`src/design/ced_pkg.sv`:
```
package ced_pkg;

    localparam int unsigned CountWidth = 32;
    localparam int unsigned QueueDepth = 4;
    localparam int unsigned PtrWidth   = $clog2(QueueDepth);
    localparam int unsigned FillWidth  = $clog2(QueueDepth + 1);

    localparam logic [CountWidth-1:0] COUNT_MAX = '1;
    localparam logic [CountWidth-1:0] CAPACITY_RESET = '1;

    localparam logic [7:0] CHAR_BSLASH = 8'h5C;
    localparam logic [7:0] CHAR_X      = 8'h78;

    localparam logic OP_CHAR = 1'b0;
    localparam logic OP_END  = 1'b1;

    localparam logic KIND_DATA  = 1'b0;
    localparam logic KIND_TOTAL = 1'b1;

    typedef enum logic [2:0] {
        ST_PLAIN = 3'd0,
        ST_BACK  = 3'd1,
        ST_HEX   = 3'd2,
        ST_HEX1  = 3'd3,
        ST_OCT1  = 3'd4,
        ST_OCT2  = 3'd5
    } ced_state_t;

    typedef struct packed {
        logic                  kind;
        logic [7:0]            data_byte;
        logic                  dropped;
        logic [CountWidth-1:0] total_count;
        logic                  last;
    } ced_res_t;

    function automatic logic [7:0] simple_escape(input logic [7:0] c);
        logic [7:0] r;
        begin
            case (c)
                8'h61:   r = 8'h07;
                8'h62:   r = 8'h08;
                8'h66:   r = 8'h0C;
                8'h6E:   r = 8'h0A;
                8'h72:   r = 8'h0D;
                8'h74:   r = 8'h09;
                8'h76:   r = 8'h0B;
                default: r = c;
            endcase
            return r;
        end
    endfunction

    function automatic logic is_octal(input logic [7:0] c);
        return (c >= 8'h30) && (c <= 8'h37);
    endfunction

    function automatic logic is_hex(input logic [7:0] c);
        return ((c >= 8'h30) && (c <= 8'h39)) ||
               ((c >= 8'h41) && (c <= 8'h46)) ||
               ((c >= 8'h61) && (c <= 8'h66));
    endfunction

    // letters carry their low nibble one to six, so add nine
    function automatic logic [3:0] hex_value(input logic [7:0] c);
        logic [3:0] r;
        begin
            if (c <= 8'h39)
                r = c[3:0];
            else
                r = c[3:0] + 4'd9;
            return r;
        end
    endfunction

    function automatic logic [CountWidth-1:0] sat_inc(input logic [CountWidth-1:0] v);
        return (v == COUNT_MAX) ? v : v + 1'b1;
    endfunction

endpackage

```
`src/design/ced_in_if.sv`:
```
interface ced_in_if;
    logic       valid;
    logic       ready;
    logic       operation;
    logic [7:0] char_in;

    modport source (output valid, output operation, output char_in, input ready);
    modport sink   (input valid, input operation, input char_in, output ready);
endinterface

```
`src/design/ced_out_if.sv`:
```
interface ced_out_if;
    logic                           valid;
    logic                           ready;
    logic                           kind;
    logic [7:0]                     data_byte;
    logic                           dropped;
    logic [ced_pkg::CountWidth-1:0] total_count;
    logic                           last;

    modport source (output valid, output kind, output data_byte, output dropped,
                    output total_count, output last, input ready);
    modport sink   (input valid, input kind, input data_byte, input dropped,
                    input total_count, input last, output ready);
endinterface

```
`src/design/c_escape_sequence_decoder_core.sv`:
```
// C string unescape engine. Each request carries one escaped text byte or an
// end-of-string marker; results are decoded bytes and, after an end marker, a
// saturating count of the bytes produced for that string. Bytes whose position
// reaches capacity_reg (set via cfg_wr_en/cfg_wr_data; the user must write it
// only while idle, which the block does not enforce) are still delivered and
// counted but flagged as dropped. A request is decoded in the cycle it is
// accepted and its zero, one or two results enter a four-entry result queue,
// so the first result is visible in the next cycle. A request is taken every
// cycle while at most two results are queued; as the output channel moves one
// result per cycle while the receiver is ready, two-result requests (an
// escape closed by a plain byte, or one flushed at the end) are throttled.
module c_escape_sequence_decoder_core
(
    input  logic                           clk,
    input  logic                           rst_n,
    ced_in_if.sink                         in_ch,
    ced_out_if.source                      out_ch,
    input  logic                           cfg_wr_en,
    input  logic [ced_pkg::CountWidth-1:0] cfg_wr_data
);

    logic [ced_pkg::CountWidth-1:0] capacity_reg;
    ced_pkg::ced_state_t            state_reg, state_next;
    logic [3:0]                     first_digit_reg, first_digit_next;
    logic [2:0]                     second_digit_reg, second_digit_next;
    logic [ced_pkg::CountWidth-1:0] byte_count_reg, byte_count_next;

    ced_pkg::ced_res_t              queue_reg [ced_pkg::QueueDepth];
    logic [ced_pkg::PtrWidth-1:0]   wr_ptr_reg, wr_ptr_next;
    logic [ced_pkg::PtrWidth-1:0]   rd_ptr_reg, rd_ptr_next;
    logic [ced_pkg::FillWidth-1:0]  fill_reg, fill_next;

    logic                           in_fire, out_fire, is_end;
    logic [7:0]                     c;
    logic                           emit_a, emit_b, close_esc;
    logic [7:0]                     byte_a, byte_b, pending;
    logic [ced_pkg::CountWidth-1:0] cnt1, cnt2;
    ced_pkg::ced_res_t              res0, res1;
    logic [1:0]                     res_cnt;
    logic [ced_pkg::PtrWidth-1:0]   wr_ptr_inc;

    assign in_fire  = in_ch.valid && in_ch.ready;
    assign out_fire = out_ch.valid && out_ch.ready;
    assign c        = in_ch.char_in;
    assign is_end   = (in_ch.operation == ced_pkg::OP_END);
    assign cnt1     = ced_pkg::sat_inc(byte_count_reg);
    assign cnt2     = ced_pkg::sat_inc(cnt1);

    // hold off while a two-result request could overflow the queue
    assign in_ch.ready = (fill_reg <= ced_pkg::FillWidth'(ced_pkg::QueueDepth - 2));

    always_ff @(posedge clk or negedge rst_n)
    begin
        if (!rst_n)
        begin
            capacity_reg <= ced_pkg::CAPACITY_RESET;
        end
        else if (cfg_wr_en)
        begin
            capacity_reg <= cfg_wr_data;
        end
    end

    always_ff @(posedge clk or negedge rst_n)
    begin
        if (!rst_n)
        begin
            state_reg        <= ced_pkg::ST_PLAIN;
            first_digit_reg  <= '0;
            second_digit_reg <= '0;
            byte_count_reg   <= '0;
        end
        else
        begin
            state_reg        <= state_next;
            first_digit_reg  <= first_digit_next;
            second_digit_reg <= second_digit_next;
            byte_count_reg   <= byte_count_next;
        end
    end

    always_comb
    begin
        state_next        = state_reg;
        first_digit_next  = first_digit_reg;
        second_digit_next = second_digit_reg;
        emit_a            = 1'b0;
        emit_b            = 1'b0;
        byte_a            = '0;
        byte_b            = '0;
        close_esc         = 1'b0;
        pending           = '0;

        if (is_end)
        begin
            // flush whatever escape is still open
            unique case (state_reg)
                ced_pkg::ST_BACK:
                begin
                    emit_a = 1'b1;
                    byte_a = ced_pkg::CHAR_BSLASH;
                end
                ced_pkg::ST_HEX:
                begin
                    emit_a = 1'b1;
                    byte_a = ced_pkg::CHAR_X;
                end
                ced_pkg::ST_HEX1, ced_pkg::ST_OCT1:
                begin
                    emit_a = 1'b1;
                    byte_a = {4'd0, first_digit_reg};
                end
                ced_pkg::ST_OCT2:
                begin
                    emit_a = 1'b1;
                    byte_a = {1'b0, first_digit_reg, second_digit_reg};
                end
                default:
                begin
                    emit_a = 1'b0;
                end
            endcase
            state_next        = ced_pkg::ST_PLAIN;
            first_digit_next  = '0;
            second_digit_next = '0;
        end
        else
        begin
            unique case (state_reg)
                ced_pkg::ST_BACK:
                begin
                    if (ced_pkg::is_octal(c))
                    begin
                        first_digit_next = {1'b0, c[2:0]};
                        state_next       = ced_pkg::ST_OCT1;
                    end
                    else if (c == ced_pkg::CHAR_X)
                    begin
                        state_next = ced_pkg::ST_HEX;
                    end
                    else
                    begin
                        state_next = ced_pkg::ST_PLAIN;
                        emit_a     = 1'b1;
                        byte_a     = ced_pkg::simple_escape(c);
                    end
                end
                ced_pkg::ST_HEX:
                begin
                    if (ced_pkg::is_hex(c))
                    begin
                        first_digit_next = ced_pkg::hex_value(c);
                        state_next       = ced_pkg::ST_HEX1;
                    end
                    else
                    begin
                        close_esc = 1'b1;
                        pending   = ced_pkg::CHAR_X;
                    end
                end
                ced_pkg::ST_HEX1:
                begin
                    if (ced_pkg::is_hex(c))
                    begin
                        state_next = ced_pkg::ST_PLAIN;
                        emit_a     = 1'b1;
                        byte_a     = {first_digit_reg, ced_pkg::hex_value(c)};
                    end
                    else
                    begin
                        close_esc = 1'b1;
                        pending   = {4'd0, first_digit_reg};
                    end
                end
                ced_pkg::ST_OCT1:
                begin
                    if (ced_pkg::is_octal(c))
                    begin
                        second_digit_next = c[2:0];
                        state_next        = ced_pkg::ST_OCT2;
                    end
                    else
                    begin
                        close_esc = 1'b1;
                        pending   = {4'd0, first_digit_reg};
                    end
                end
                ced_pkg::ST_OCT2:
                begin
                    if (ced_pkg::is_octal(c))
                    begin
                        state_next = ced_pkg::ST_PLAIN;
                        emit_a     = 1'b1;
                        byte_a     = {first_digit_reg[1:0], second_digit_reg, c[2:0]};
                    end
                    else
                    begin
                        close_esc = 1'b1;
                        pending   = {1'b0, first_digit_reg, second_digit_reg};
                    end
                end
                default:
                begin
                    if (c == ced_pkg::CHAR_BSLASH)
                    begin
                        state_next = ced_pkg::ST_BACK;
                    end
                    else
                    begin
                        state_next = ced_pkg::ST_PLAIN;
                        emit_a     = 1'b1;
                        byte_a     = c;
                    end
                end
            endcase

            // escape closed by a non-digit: emit its value, then the character (a backslash opens a new escape)
            if (close_esc)
            begin
                emit_a = 1'b1;
                byte_a = pending;
                if (c == ced_pkg::CHAR_BSLASH)
                begin
                    state_next = ced_pkg::ST_BACK;
                end
                else
                begin
                    state_next = ced_pkg::ST_PLAIN;
                    emit_b     = 1'b1;
                    byte_b     = c;
                end
            end
        end

        if (!in_fire)
        begin
            state_next        = state_reg;
            first_digit_next  = first_digit_reg;
            second_digit_next = second_digit_reg;
        end
    end

    always_comb
    begin
        res0 = '0;
        res1 = '0;
        res_cnt = 2'd0;

        if (emit_a)
        begin
            res0.kind      = ced_pkg::KIND_DATA;
            res0.data_byte = byte_a;
            res0.dropped   = (byte_count_reg >= capacity_reg);
            res_cnt        = 2'd1;
            if (is_end)
            begin
                res1.kind        = ced_pkg::KIND_TOTAL;
                res1.total_count = cnt1;
                res1.last        = 1'b1;
                res_cnt          = 2'd2;
            end
            else if (emit_b)
            begin
                res1.kind      = ced_pkg::KIND_DATA;
                res1.data_byte = byte_b;
                res1.dropped   = (cnt1 >= capacity_reg);
                res1.last      = 1'b1;
                res_cnt        = 2'd2;
            end
            else
            begin
                res0.last = 1'b1;
            end
        end
        else if (is_end)
        begin
            res0.kind        = ced_pkg::KIND_TOTAL;
            res0.total_count = byte_count_reg;
            res0.last        = 1'b1;
            res_cnt          = 2'd1;
        end

        if (!in_fire)
        begin
            res_cnt = 2'd0;
        end

        if (!in_fire)
            byte_count_next = byte_count_reg;
        else if (is_end)
            byte_count_next = '0;
        else if (emit_b)
            byte_count_next = cnt2;
        else if (emit_a)
            byte_count_next = cnt1;
        else
            byte_count_next = byte_count_reg;
    end

    // result queue
    assign wr_ptr_inc = wr_ptr_reg + 1'b1;

    always_comb
    begin
        wr_ptr_next = wr_ptr_reg + ced_pkg::PtrWidth'(res_cnt);
        rd_ptr_next = out_fire ? rd_ptr_reg + 1'b1 : rd_ptr_reg;
        fill_next   = fill_reg + ced_pkg::FillWidth'(res_cnt)
                               - ced_pkg::FillWidth'(out_fire);
    end

    always_ff @(posedge clk or negedge rst_n)
    begin
        if (!rst_n)
        begin
            wr_ptr_reg <= '0;
            rd_ptr_reg <= '0;
            fill_reg   <= '0;
        end
        else
        begin
            wr_ptr_reg <= wr_ptr_next;
            rd_ptr_reg <= rd_ptr_next;
            fill_reg   <= fill_next;
        end
    end

    always_ff @(posedge clk)
    begin
        if (res_cnt != 2'd0)
        begin
            queue_reg[wr_ptr_reg] <= res0;
        end
        if (res_cnt == 2'd2)
        begin
            queue_reg[wr_ptr_inc] <= res1;
        end
    end

    assign out_ch.valid       = (fill_reg != '0);
    assign out_ch.kind        = queue_reg[rd_ptr_reg].kind;
    assign out_ch.data_byte   = queue_reg[rd_ptr_reg].data_byte;
    assign out_ch.dropped     = queue_reg[rd_ptr_reg].dropped;
    assign out_ch.total_count = queue_reg[rd_ptr_reg].total_count;
    assign out_ch.last        = queue_reg[rd_ptr_reg].last;

    a_fill_bound: assert property (@(posedge clk) disable iff (!rst_n)
        fill_reg <= ced_pkg::FillWidth'(ced_pkg::QueueDepth))
        else $error("result queue overfilled");

    a_end_clears: assert property (@(posedge clk) disable iff (!rst_n)
        (in_fire && is_end) |=> (byte_count_reg == '0) && (state_reg == ced_pkg::ST_PLAIN))
        else $error("end marker did not restart the string");

    a_count_sat: assert property (@(posedge clk) disable iff (!rst_n)
        (byte_count_reg == ced_pkg::COUNT_MAX && !(in_fire && is_end))
        |=> byte_count_reg == ced_pkg::COUNT_MAX)
        else $error("byte count left saturation");

    a_result_shows: assert property (@(posedge clk) disable iff (!rst_n)
        (in_fire && res_cnt != 2'd0) |=> out_ch.valid)
        else $error("produced result not presented");

endmodule

```
`src/flat_wrapper.sv`:
```
// flat-port wrapper written by rule: the top's interface ports become plain ports
module c_escape_sequence_decoder_core_flat 
  (clk, rst_n, cfg_wr_en, cfg_wr_data, in_ch_valid, in_ch_operation, in_ch_char_in, in_ch_ready, out_ch_valid, out_ch_kind, out_ch_data_byte, out_ch_dropped, out_ch_total_count, out_ch_last, out_ch_ready);
  ced_in_if in_ch_i ();
  ced_out_if out_ch_i ();
  input  logic clk;
  input  logic rst_n;
  input  logic cfg_wr_en;
  input  logic [ced_pkg::CountWidth-1:0] cfg_wr_data;
  input wire logic [$bits(in_ch_i.valid)-1:0] in_ch_valid;
  input wire logic [$bits(in_ch_i.operation)-1:0] in_ch_operation;
  input wire logic [$bits(in_ch_i.char_in)-1:0] in_ch_char_in;
  output wire logic [$bits(in_ch_i.ready)-1:0] in_ch_ready;
  output wire logic [$bits(out_ch_i.valid)-1:0] out_ch_valid;
  output wire logic [$bits(out_ch_i.kind)-1:0] out_ch_kind;
  output wire logic [$bits(out_ch_i.data_byte)-1:0] out_ch_data_byte;
  output wire logic [$bits(out_ch_i.dropped)-1:0] out_ch_dropped;
  output wire logic [$bits(out_ch_i.total_count)-1:0] out_ch_total_count;
  output wire logic [$bits(out_ch_i.last)-1:0] out_ch_last;
  input wire logic [$bits(out_ch_i.ready)-1:0] out_ch_ready;
  assign in_ch_i.valid = in_ch_valid;
  assign in_ch_i.operation = in_ch_operation;
  assign in_ch_i.char_in = in_ch_char_in;
  assign in_ch_ready = in_ch_i.ready;
  assign out_ch_valid = out_ch_i.valid;
  assign out_ch_kind = out_ch_i.kind;
  assign out_ch_data_byte = out_ch_i.data_byte;
  assign out_ch_dropped = out_ch_i.dropped;
  assign out_ch_total_count = out_ch_i.total_count;
  assign out_ch_last = out_ch_i.last;
  assign out_ch_i.ready = out_ch_ready;
  c_escape_sequence_decoder_core u_core (.clk(clk), .rst_n(rst_n), .in_ch(in_ch_i), .out_ch(out_ch_i), .cfg_wr_en(cfg_wr_en), .cfg_wr_data(cfg_wr_data));
endmodule
```
`config.mk`:
```
export PLATFORM = sky130hd
export DESIGN_NAME = c_escape_sequence_decoder_core_flat
export DESIGN_NICKNAME = d
export VERILOG_FILES = /design/src/design/ced_pkg.sv /design/src/design/ced_in_if.sv /design/src/design/ced_out_if.sv /design/src/design/c_escape_sequence_decoder_core.sv /design/src/flat_wrapper.sv
export SDC_FILE = /design/constraint.sdc
export NUM_CORES = 1
export LEC_CHECK = 0
export ABC_CLOCK_PERIOD_IN_PS = 11450
export BUFFER_PORTS_ARGS = -buffer_cell sky130_fd_sc_hd__buf_2
export CAP_MARGIN = 30
export CORE_MARGIN = 2
export CORE_UTILIZATION = 40
export CTS_CLUSTER_DIAMETER = 80
export DETAILED_ROUTE_END_ITERATION = 16
export SLEW_MARGIN = 10
export SYNTH_ARGS = -nofsm -noshare
export SYNTH_HDL_FRONTEND = slang
export SYNTH_SLANG_ARGS = --single-unit
```
`constraint.sdc`:
```
create_clock -name clk -period 11.45 [get_ports clk]
set_input_delay 1.145 -clock clk [delete_from_list [all_inputs] [get_ports clk]]
set_output_delay 1.145 -clock clk [all_outputs]
set_load 0.01 [all_outputs]
```
==> qor.yml, run 1 <==
cap_violations: 0
cts_buffers: 28
cp_top_family: "simple AND/OR/NAND/NOR gates"
layout_common_cells: "o21ai_0 (208), edfxtp_1 (172), nand2_1 (148)"
setup_viol: 0
cts.sinks: 253
rows: 72
synth_area_per_cell_sq_um: 10.2
cts_tree: "done"
drive_gt1_share_pct: 17.2
drtIter0Drc: 1183
pwr_density_cell_mw_per_mm2: 191
critical_path_arrival_ns: 5.61
worstPathRequired_ns: 11.72
io_buffer_count: 90
pin_count: 91
critPathKind: "flop to flop"
nNetsFinal: 1696
core_area_sq_mm: 0.0387
slowest_delay_ns: 0.74
drv_slew: 0
grt_pass1_vias: 12000
period_share_pct: 46.6
crit_path_frequent_cell: "ha_1"
insertion_delay_ns: 0.58
wire_per_inst_um: 21.3
synthArstFlopShare_pct: 32.0
synth_area_sq_mm: 0.0157
gp_congestion: 0.892
outcome: "complete, no violations"
timing.hold.ws_ns: 0.515
wirelength_um: 45100
startpoint_type: "flop"
hold_viol: 0
synth.distinct_cells: 82
p_leak_nw: 6.90
hp-class: "flop to flop"
grt_remaining_overflow: 0
die-area_sq_mm: 0.0409
fin_util_pct: 45.4
dr.pass1.iters: 5
ant_nets: 0
postCtsSetupBuffers: 0
max-vdd-ir-drop_uv: 121
ys.flop_type: "edfxtp_1"
layout_commonest_cell: "o21ai_0"
worst_pin_slew_ns: 0.898
antenna_cells: 0
cp_cell_sequence: "ha_1 -> and3_1 -> nand3_2 -> or4_1 -> nand2b_1 -> nor3_1 -> xnor2_1 -> inv_1 -> ha_1 -> nand3_1 -> nor2_1 -> nand2_1 -> o221ai_1 -> a21o_1 -> o31ai_1 -> mux2i_1"
grt_use_total_pct: 22.0
num_vias: 12500
path_buf_inv: 1
largest_reg_flops: 172
slew_headroom_pct: 39.7
clock.fmax_mhz: 187
path_clk_slew_ns: 0.06
ys_ff_latch: 253
cp_slowest_cell: "o31ai_1"
fill_cells: 3662
cts_resized: 0
fin_crit_ns: 5.34
cts.path.max_buffers: 3
routed_via_density: 5.92
die_width_um: 202
die_h_um: 202
holdBufCountCts: 0
tns_ns: 0
grt_max_degree: 64
synth_edf_count: 172
endpoint_kind: "flop"
ys_seq_area_share_pct: 46.1
rsz0062_at_grt: "false"
antenna_found_initial: 0
yosys_warnings: 0
synthesis.nets: 1656
area_delta_synth_final_pct: 12.0
critPathMaxFanout: 14
grt_pass1_wl_um: 70700
h-tree-depth: 1
drc: 0
initial_core_util_pct: 40.5
fin_skew_ns: 0.0319
dp.final_hpwl_um: 32200
syn_inst: 1535
clock-root-buffer: "clkbuf_16"
-- cell families (layout without fill, tap and decap cells) --
kind of cell    Yosys count  count (layout)  synth area share (%)
compound gates          458             458                  18.3
simple gates            451             451                  14.8
flops                   253             253                  46.1
buf+inv                 193             255                  4.89
fa+ha+maj                75              75                  6.02
mux                      65              65                  7.61
xor+xnor                 40              40                  2.23
-- layout make-up --
| cell class | count | area [sq um] | share of cell area, % |
|---|---|---|---|
| multi-input cells | 1089 | 7740 | 44.0 |
| flip-flops and latches | 253 | 7230 | 41.1 |
| clock buffers | 31 | 712 | 4.05 |
| well taps | 518 | 648 | 3.69 |
| repair buffers | 112 | 631 | 3.59 |
| inverters | 91 | 342 | 1.94 |
| clock inverters | 21 | 277 | 1.57 |
-- layer usage --
| metal | share of wire, % | track usage, % | routed length, um | vias to the layer above |
|---|---|---|---|---|
| met4 | 1.9 | 5.11 | 839 | 0 |
| li1 | - | - | - | 5875 |
| met3 | 7.3 | 3.74 | 3300 | 53 |
| met5 | 0 | 0 | 0 | - |
| met2 | 42 | 31.9 | 19100 | 437 |
| met1 | 49 | 34.2 | 21900 | 6149 |
-- cell usage after synthesis, drive strengths merged, types with 5 or more instances --
| cell type | instances | share of area (%) |
|---|---|---|
| o21ai | 218 | 6.9 |
| edfxtp | 172 | 33 |
| nand2 | 148 | 3.5 |
| inv | 91 | 2.2 |
| clkbuf | 75 | 1.8 |
| ha | 74 | 5.9 |
| nor2 | 70 | 1.7 |
| a21oi | 63 | 2.0 |
| nand3 | 62 | 2.1 |
| dfrtp | 49 | 7.8 |
| mux4 | 43 | 6.2 |
| dfstp | 32 | 5.4 |
| xnor2 | 31 | 1.7 |
| o31ai | 30 | 1.4 |
| nand4 | 29 | 1.2 |
| buf | 27 | 0.92 |
| nor3 | 27 | 0.86 |
| a21o | 26 | 1.2 |
| mux2i | 20 | 1.3 |
| and3 | 17 | 0.68 |
| a31oi | 16 | 0.68 |
| nor4 | 15 | 0.96 |
| nand2b | 14 | 0.56 |
| nor2b | 13 | 0.52 |
| a2111oi | 12 | 0.83 |
| or3 | 12 | 0.48 |
| and2 | 11 | 0.44 |
| xor2 | 9 | 0.50 |
| o21a | 8 | 0.38 |
| a221oi | 7 | 0.39 |
| a22oi | 7 | 0.33 |
| and4 | 7 | 0.39 |
| o211ai | 7 | 0.33 |
| or2 | 7 | 0.28 |
| a211oi | 6 | 0.29 |
| a32o | 6 | 0.38 |
| o21bai | 6 | 0.29 |
| o41ai | 6 | 0.33 |
| or4 | 6 | 0.29 |
| o22ai | 5 | 0.20 |
-- path summary, 6_finish.rpt --
path	slack, ns	cells past startpoint	endpoint	startpoint
hold / removal	0.52	1	u_core.fill_reg[2]$_DFF_PN0_	u_core.fill_reg[2]$_DFF_PN0_
max in group asynchronous	9.82	2	u_core.rd_ptr_reg[1]$_DFFE_PN0P_	rst_n
setup reg to reg	6.11	16	u_core.queue_reg[1][33]$_DFFE_PP_	u_core.byte_count_reg[0]$_DFFE_PN0P_
min in group asynchronous	0.55	1	u_core.first_digit_reg[2]$_DFFE_PN0P_	rst_n
setup / recovery	6.11	16	u_core.queue_reg[1][33]$_DFFE_PP_	u_core.byte_count_reg[0]$_DFFE_PN0P_
hold reg to reg	0.52	1	u_core.fill_reg[2]$_DFF_PN0_	u_core.fill_reg[2]$_DFF_PN0_
-- power by group --
| group | leakage [nW] | internal [W] | switching, W |
|---|---|---|---|
| Sequential | 2.61 | 0.00117 | 0.000118 |
| Clock | 0.470 | 0.000568 | 0.000396 |
| Combinational | 3.82 | 0.000438 | 0.000675 |
-- per-stage QoR --
step	power, W	instance area (sq um)	cells	setup WS, ns
global route	0.00354	17600	2115	5.63
detailed placement	0.00242	16600	2060	5.88
floorplan	0.00202	15700	1535	4.69
finish	0.00336	17600	2115	6.11
global placement	0.00240	16600	2060	5.97
CTS	0.00338	17600	2112	6.08
No activity file was read; power rests on OpenSTA's default activity.
==> inputs of run 2 (changes only) <==
--- a/config.mk
+++ b/config.mk
@@ -5,7 +5,8 @@
 export SDC_FILE = /design/constraint.sdc
 export NUM_CORES = 1
 export LEC_CHECK = 0
-export ABC_CLOCK_PERIOD_IN_PS = 11450
+export ABC_AREA = 1
+export ABC_CLOCK_PERIOD_IN_PS = 5200
 export BUFFER_PORTS_ARGS = -buffer_cell sky130_fd_sc_hd__buf_2
 export CAP_MARGIN = 30
 export CORE_MARGIN = 2
==> constraint.sdc (replaced) <==
create_clock -name clk -period 5.2 [get_ports clk]
set_input_delay 0.52 -clock clk [delete_from_list [all_inputs] [get_ports clk]]
set_output_delay 0.52 -clock clk [all_outputs]
set_load 0.01 [all_outputs]
==> qor.yml, run 2 <==
cp_cell_sequence: "ha_1 -> inv_2 -> nor2_4 -> nand2_4 -> nor2_8 -> nand2_4 -> xor2_4 -> ha_1 -> nand2_1 -> nor2_2 -> nand3_2 -> nor2_4 -> a21oi_2 -> buf_4 -> nor2_1 -> o21ai_1 -> nand2_1"
p_int_w: 0.00471
ys.flop_type: "edfxtp_1"
synth_area_leaders: "edfxtp_1 (32%), nand2_1 (13%), o21ai_0 (9.4%)"
area_delta_synth_final_pct: 12.2
syn_inst: 2047
holdPathStages: 3
insertion_delay_ns: 0.58
cts.sinks: 253
max-vdd-ir-drop_uv: 312
synth.distinct_cells: 52
timing.rr.end: "u_core.byte_count_reg[0]$_DFFE_PN0P_"
rsz0062_at_grt: "false"
die_h_um: 205
pwr_density_cell_mw_per_mm2: 424
seqPwrFrac_pct: 36.2
critPathMaxFanout: 40
grt_pass1_vias: 14000
path_clk_slew_ns: 0.06
yosysTopAreaCell: "edfxtp_1"
outcome: "complete, no violations"
worstHoldEndpoint: "u_core.capacity_reg[31]$_DFFE_PN1P_"
io_buffer_count: 90
worstPathRequired_ns: 5.65
synthesis.nets: 2168
pin_count: 91
path_buf_inv: 2
cts.path.max_buffers: 3
critPathKind: "flop to flop"
wirelength_um: 51300
endpoint_kind: "flop"
clock.fmax_mhz: 238
setup_viol: 0
drc: 0
synth_area_sq_mm: 0.0161
cap_violations: 0
period_share_pct: 80.6
initial_core_util_pct: 40.5
hold_viol: 0
worst_pin_slew_ns: 0.913
critical_path_arrival_ns: 4.64
fin_skew_ns: 0.0259
layout_commonest_cell: "nand2_1"
postCtsSetupBuffers: 0
grt_remaining_overflow: 0
switching_power_w: 0.00296
largest_reg_flops: 172
ant_nets: 0
layout_common_cells: "nand2_1 (536), o21ai_0 (302), nor2_1 (212)"
yosys_warnings: 0
gp_congestion: 0.910
synth_top_area_share_pct: 32.1
synthArstFlopShare_pct: 32.0
grt_use_total_pct: 24.6
startpoint_type: "flop"
cp_top_family: "simple AND/OR/NAND/NOR gates"
h-tree-depth: 1
multi_input_area_sq_mm: 0.00786
synth_commonest_cells: "nand2_1 (540), o21ai_0 (302), nor2_1 (212)"
fill_cells: 3951
cts_tree: "done"
synth_edf_count: 172
timing.rr.start: "u_core.byte_count_reg[0]$_DFFE_PN0P_"
worst-path-stages: 17
sw_frac_of_total_pct: 38.6
reg2reg_depth: 17
min-delay-start: "cfg_wr_data[31]"
slowest_delay_ns: 0.63
r2r_setup_slack_ns: 1.01
dp.final_hpwl_um: 35900
clock-root-buffer: "clkbuf_16"
combPwrFrac_pct: 35.1
core_area_sq_mm: 0.0397
p_total_w: 0.00767
drtIter0Drc: 1313
synth.most_common_cell: "nand2_1"
grt_pass1_wl_um: 80000
die_width_um: 205
wire_per_inst_um: 19.3
drive_gt1_share_pct: 12.3
num_vias: 14700
cp_slowest_cell: "dfrtp_1"
ff_latch_area_sq_mm: 0.00723
grt_max_degree: 89
drv_slew: 0
routed_via_density: 5.53
dr.pass1.iters: 5
ys_ff_latch: 253
ys_seq_area_share_pct: 44.9
slew_headroom_pct: 39.1
tns_ns: 0
antenna_found_initial: 0
nNetsFinal: 2229
antenna_cells: 0
rows: 73
fin_crit_ns: 4.19
worstSetupStartpoint: "u_core.byte_count_reg[0]$_DFFE_PN0P_"
cts_resized: 0
clkPwrFrac_pct: 28.7
p_leak_nw: 7.45
holdBufCountCts: 1
hp-class: "input pin to flop"
synth_area_per_cell_sq_um: 7.87
cts_buffers: 30
die-area_sq_mm: 0.0419
-- run 2: power groups by stage --
stage	registers [W]	clock network [W]	logic, W
detailed placement	0.00280	0	0.00270
global placement	0.00280	0	0.00267
CTS	0.00277	0.00223	0.00271
global route	0.00280	0.00232	0.00300
finish	0.00277	0.00220	0.00269
floorplan	0.00273	0	0.00176
-- run 2: how the worst max path moves through the flow --
stage                                      endpoint  slack [ns]
6_report       u_core.byte_count_reg[0]$_DFFE_PN0P_        1.01
5_1_grt           u_core.queue_reg[1][33]$_DFFE_PP_        0.61
4_1_cts           u_core.queue_reg[0][33]$_DFFE_PP_        1.02
3_5_place_dp           u_core.fill_reg[2]$_DFF_PN0_        0.91
3_3_place_gp      u_core.queue_reg[2][33]$_DFFE_PP_        1.05
2_1_floorplan      u_core.queue_reg[0][0]$_DFFE_PP_        1.54
-- run 2: logic make-up after synthesis --
| kind of cell | count (synthesis) | synth area share [%] |
|---|---|---|
| muxes | 1 | 0.0699 |
| buffers and inverters | 248 | 6.38 |
| DFF | 253 | 44.9 |
| AOI/OAI and AO/OA | 449 | 15.0 |
| xor gates and xnor gates | 20 | 1.20 |
| adders and majority gates | 75 | 5.87 |
| and+or+nand+nor | 1001 | 26.5 |
-- run 2: area by class of cell --
type                            instances  share of cell area (%)
Clock inverter                         17                    1.22
Sequential cell                       253                    40.0
Inverter                              163                    3.38
Multi-Input combinational cell       1546                    43.5
Tap cell                              525                    3.63
Clock buffer                           39                    4.56
Timing Repair Buffer                  114                    3.72
-- run 2: metrics by stage --
step	hold WS, ns	cells	utilization [%]	area, sq um	setup slack [ns]
finish	0.149	2657	45.5	18100	1.01
global route	0.144	2657	45.5	18100	0.609
CTS	0.130	2657	45.5	18100	1.02
detailed placement	0.481	2600	42.8	17000	0.914
global placement	0.474	2600	42.8	17000	1.05
floorplan	0.224	2047	-	16100	1.54
-- run 2: layer usage --
| metal | GRT usage [%] | up-vias | wire, um |
|---|---|---|---|
| met5 | 0 | - | 0 |
| met4 | 6.21 | 0 | 1020 |
| met3 | 3.36 | 71 | 4150 |
| met2 | 38.2 | 549 | 22700 |
| met1 | 35.9 | 6956 | 23500 |
| li1 | - | 7110 | - |
-- run 2: worst min-delay path, delay by kind of cell --
kind,cells,cell delay (ns)
and+or+nand+nor,1,0.04
buffers and inverters,1,0.07
AOI/OAI and AO/OA,1,0.06
==> inputs of run 3 (changes only) <==
--- a/config.mk
+++ b/config.mk
@@ -6,7 +6,7 @@
 export NUM_CORES = 1
 export LEC_CHECK = 0
 export ABC_AREA = 1
-export ABC_CLOCK_PERIOD_IN_PS = 5200
+export ABC_CLOCK_PERIOD_IN_PS = 4400
 export BUFFER_PORTS_ARGS = -buffer_cell sky130_fd_sc_hd__buf_2
 export CAP_MARGIN = 30
 export CORE_MARGIN = 2
==> constraint.sdc (replaced) <==
create_clock -name clk -period 4.4 [get_ports clk]
set_input_delay 0.44 -clock clk [delete_from_list [all_inputs] [get_ports clk]]
set_output_delay 0.44 -clock clk [all_outputs]
set_load 0.01 [all_outputs]
==> qor.yml, run 3 (synthesis gave the netlist of run 2 again) <==
insertion_delay_ns: 0.59
antenna_found_initial: 0
dr.pass1.iters: 6
endpoint_kind: "flop"
slowest_delay_ns: 0.50
cts_buffers: 31
cts.sinks: 253
layout_commonest_cell: "nand2_1"
drc: 0
num_vias: 14900
die_h_um: 205
clock.fmax_mhz: 243
startpoint_type: "flop"
fin_skew_ns: 0.0117
wire_per_inst_um: 19.6
antenna_cells: 0
max-vdd-ir-drop_uv: 344
path_buf_inv: 1
fin_ws_ns: 0.280
slew_headroom_pct: 40.1
h-tree-depth: 1
path_clk_slew_ns: 0.06
cts_tree: "done"
setup_viol: 0
largest_reg_flops: 172
grt_use_total_pct: 25.4
cp_top_family: "simple AND/OR/NAND/NOR gates"
die-area_sq_mm: 0.0419
place_ws_ns: 0.0943
cts.path.max_buffers: 3
grt_remaining_overflow: 0
cap_violations: 0
dp.final_hpwl_um: 38100
clock-root-buffer: "clkbuf_16"
postCtsSetupBuffers: 0
outcome: "complete, no violations"
routed_via_density: 5.54
die_width_um: 205
period_share_pct: 93.6
p_leak_nw: 7.66
wirelength_um: 52800
hp-class: "input pin to flop"
cp_slowest_cell: "dfrtp_1"
cp_cell_sequence: "ha_1 -> inv_2 -> nor2_4 -> nand2_4 -> nor2_8 -> nand2_8 -> nand2_1 -> ha_1 -> a21oi_1 -> o221ai_1 -> a21oi_1 -> o21ai_0 -> nor2_1 -> nor2_1 -> nand2_1 -> nand2_1"
area_delta_synth_final_pct: 14.5
drive_gt1_share_pct: 13.8
fill_cells: 3955
critPathKind: "flop to flop"
initial_core_util_pct: 40.5
grt_pass1_vias: 14300
gp_congestion: 0.949
pwr_density_cell_mw_per_mm2: 501
layout_common_cells: "nand2_1 (532), o21ai_0 (302), nor2_1 (212)"
rsz0062_at_grt: "false"
crit_path_frequent_cell: "nand2_1"
r2r_setup_slack_ns: 0.28
pin_count: 91
core_area_sq_mm: 0.0397
grt_pass1_wl_um: 82500
rows: 73
worstPathRequired_ns: 4.74
hold_viol: 0
nNetsFinal: 2265
drtIter0Drc: 1344
critPathMaxFanout: 40
tns_ns: 0
critical_path_arrival_ns: 4.46
worst_pin_slew_ns: 0.898
drv_slew: 0
fin_crit_ns: 4.12
grt_max_degree: 89
io_buffer_count: 90
ant_nets: 0
run 3: final timing paths:
kind | start | endpoint | depth (start not counted)
max | u_core.byte_count_reg[1]$_DFFE_PN0P_ | u_core.queue_reg[2][33]$_DFFE_PP_ | 16
min | cfg_wr_data[21] | u_core.capacity_reg[21]$_DFFE_PN1P_ | 3
max reg2reg | u_core.byte_count_reg[1]$_DFFE_PN0P_ | u_core.queue_reg[2][33]$_DFFE_PP_ | 16
min reg2reg | u_core.first_digit_reg[0]$_DFFE_PN0P_ | u_core.first_digit_reg[0]$_DFFE_PN0P_ | 2
max in group asynchronous | rst_n | u_core.capacity_reg[25]$_DFFE_PN1P_ | 3
min in group asynchronous | rst_n | u_core.byte_count_reg[17]$_DFFE_PN0P_ | 2
run 3: area by class of cell:
| type | instances | area, sq um | area share (%) |
|---|---|---|---|
| clock buffer | 39 | 836 | 4.53 |
| inverter | 163 | 612 | 3.32 |
| clock inverter | 19 | 243 | 1.32 |
| multi-input combinational | 1546 | 7890 | 42.7 |
| sequential | 253 | 7230 | 39.2 |
| timing repair buffer | 149 | 981 | 5.32 |
| tap | 525 | 657 | 3.56 |
run 3: through the flow:
stage / instance area (sq um) / util (%) / power [W] / hold slack, ns / std cells
final: 18400 / 46.4 / 0.00924 / 0.0567 / 2694
after global routing: 18400 / 46.4 / 0.00980 / 0.0547 / 2694
after CTS: 18400 / 46.3 / 0.00929 / 0.0357 / 2693
after detailed placement: 17300 / 43.6 / 0.00658 / 0.482 / 2634
after global placement: 17300 / 43.5 / 0.00652 / 0.475 / 2633
after floorplan: 16100 / - / 0.00531 / 0.144 / 2047
run 3: where the power goes:
part | switching [W] | internal (W)
logic | 0.00231 | 0.00103
registers | 0.000152 | 0.00305
clock network | 0.00106 | 0.00164
run 3: per-layer routing:
metal / share of wire, % / up-vias / track usage (%)
li1: - / 7177 / -
met1: 45 / 7037 / 37.2
met2: 44 / 646 / 39.7
met3: 8.7 / 77 / 3.34
met4: 2.1 / 0 / 6.13
met5: 0 / - / 0
run 3: worst min-delay path: stages:
cell and delay, ns:
buf_2 0.08, nand2_1 0.04, o21ai_0 0.06
run 3: repair_timing:
| item | CTS | global route |
|---|---|---|
| endpoints found under the setup margin | 0 | 4 |
| hold buffers | 1 | 0 |
| hold endpoints to repair | 38 | 0 |
| resized for setup | 0 | 7 |
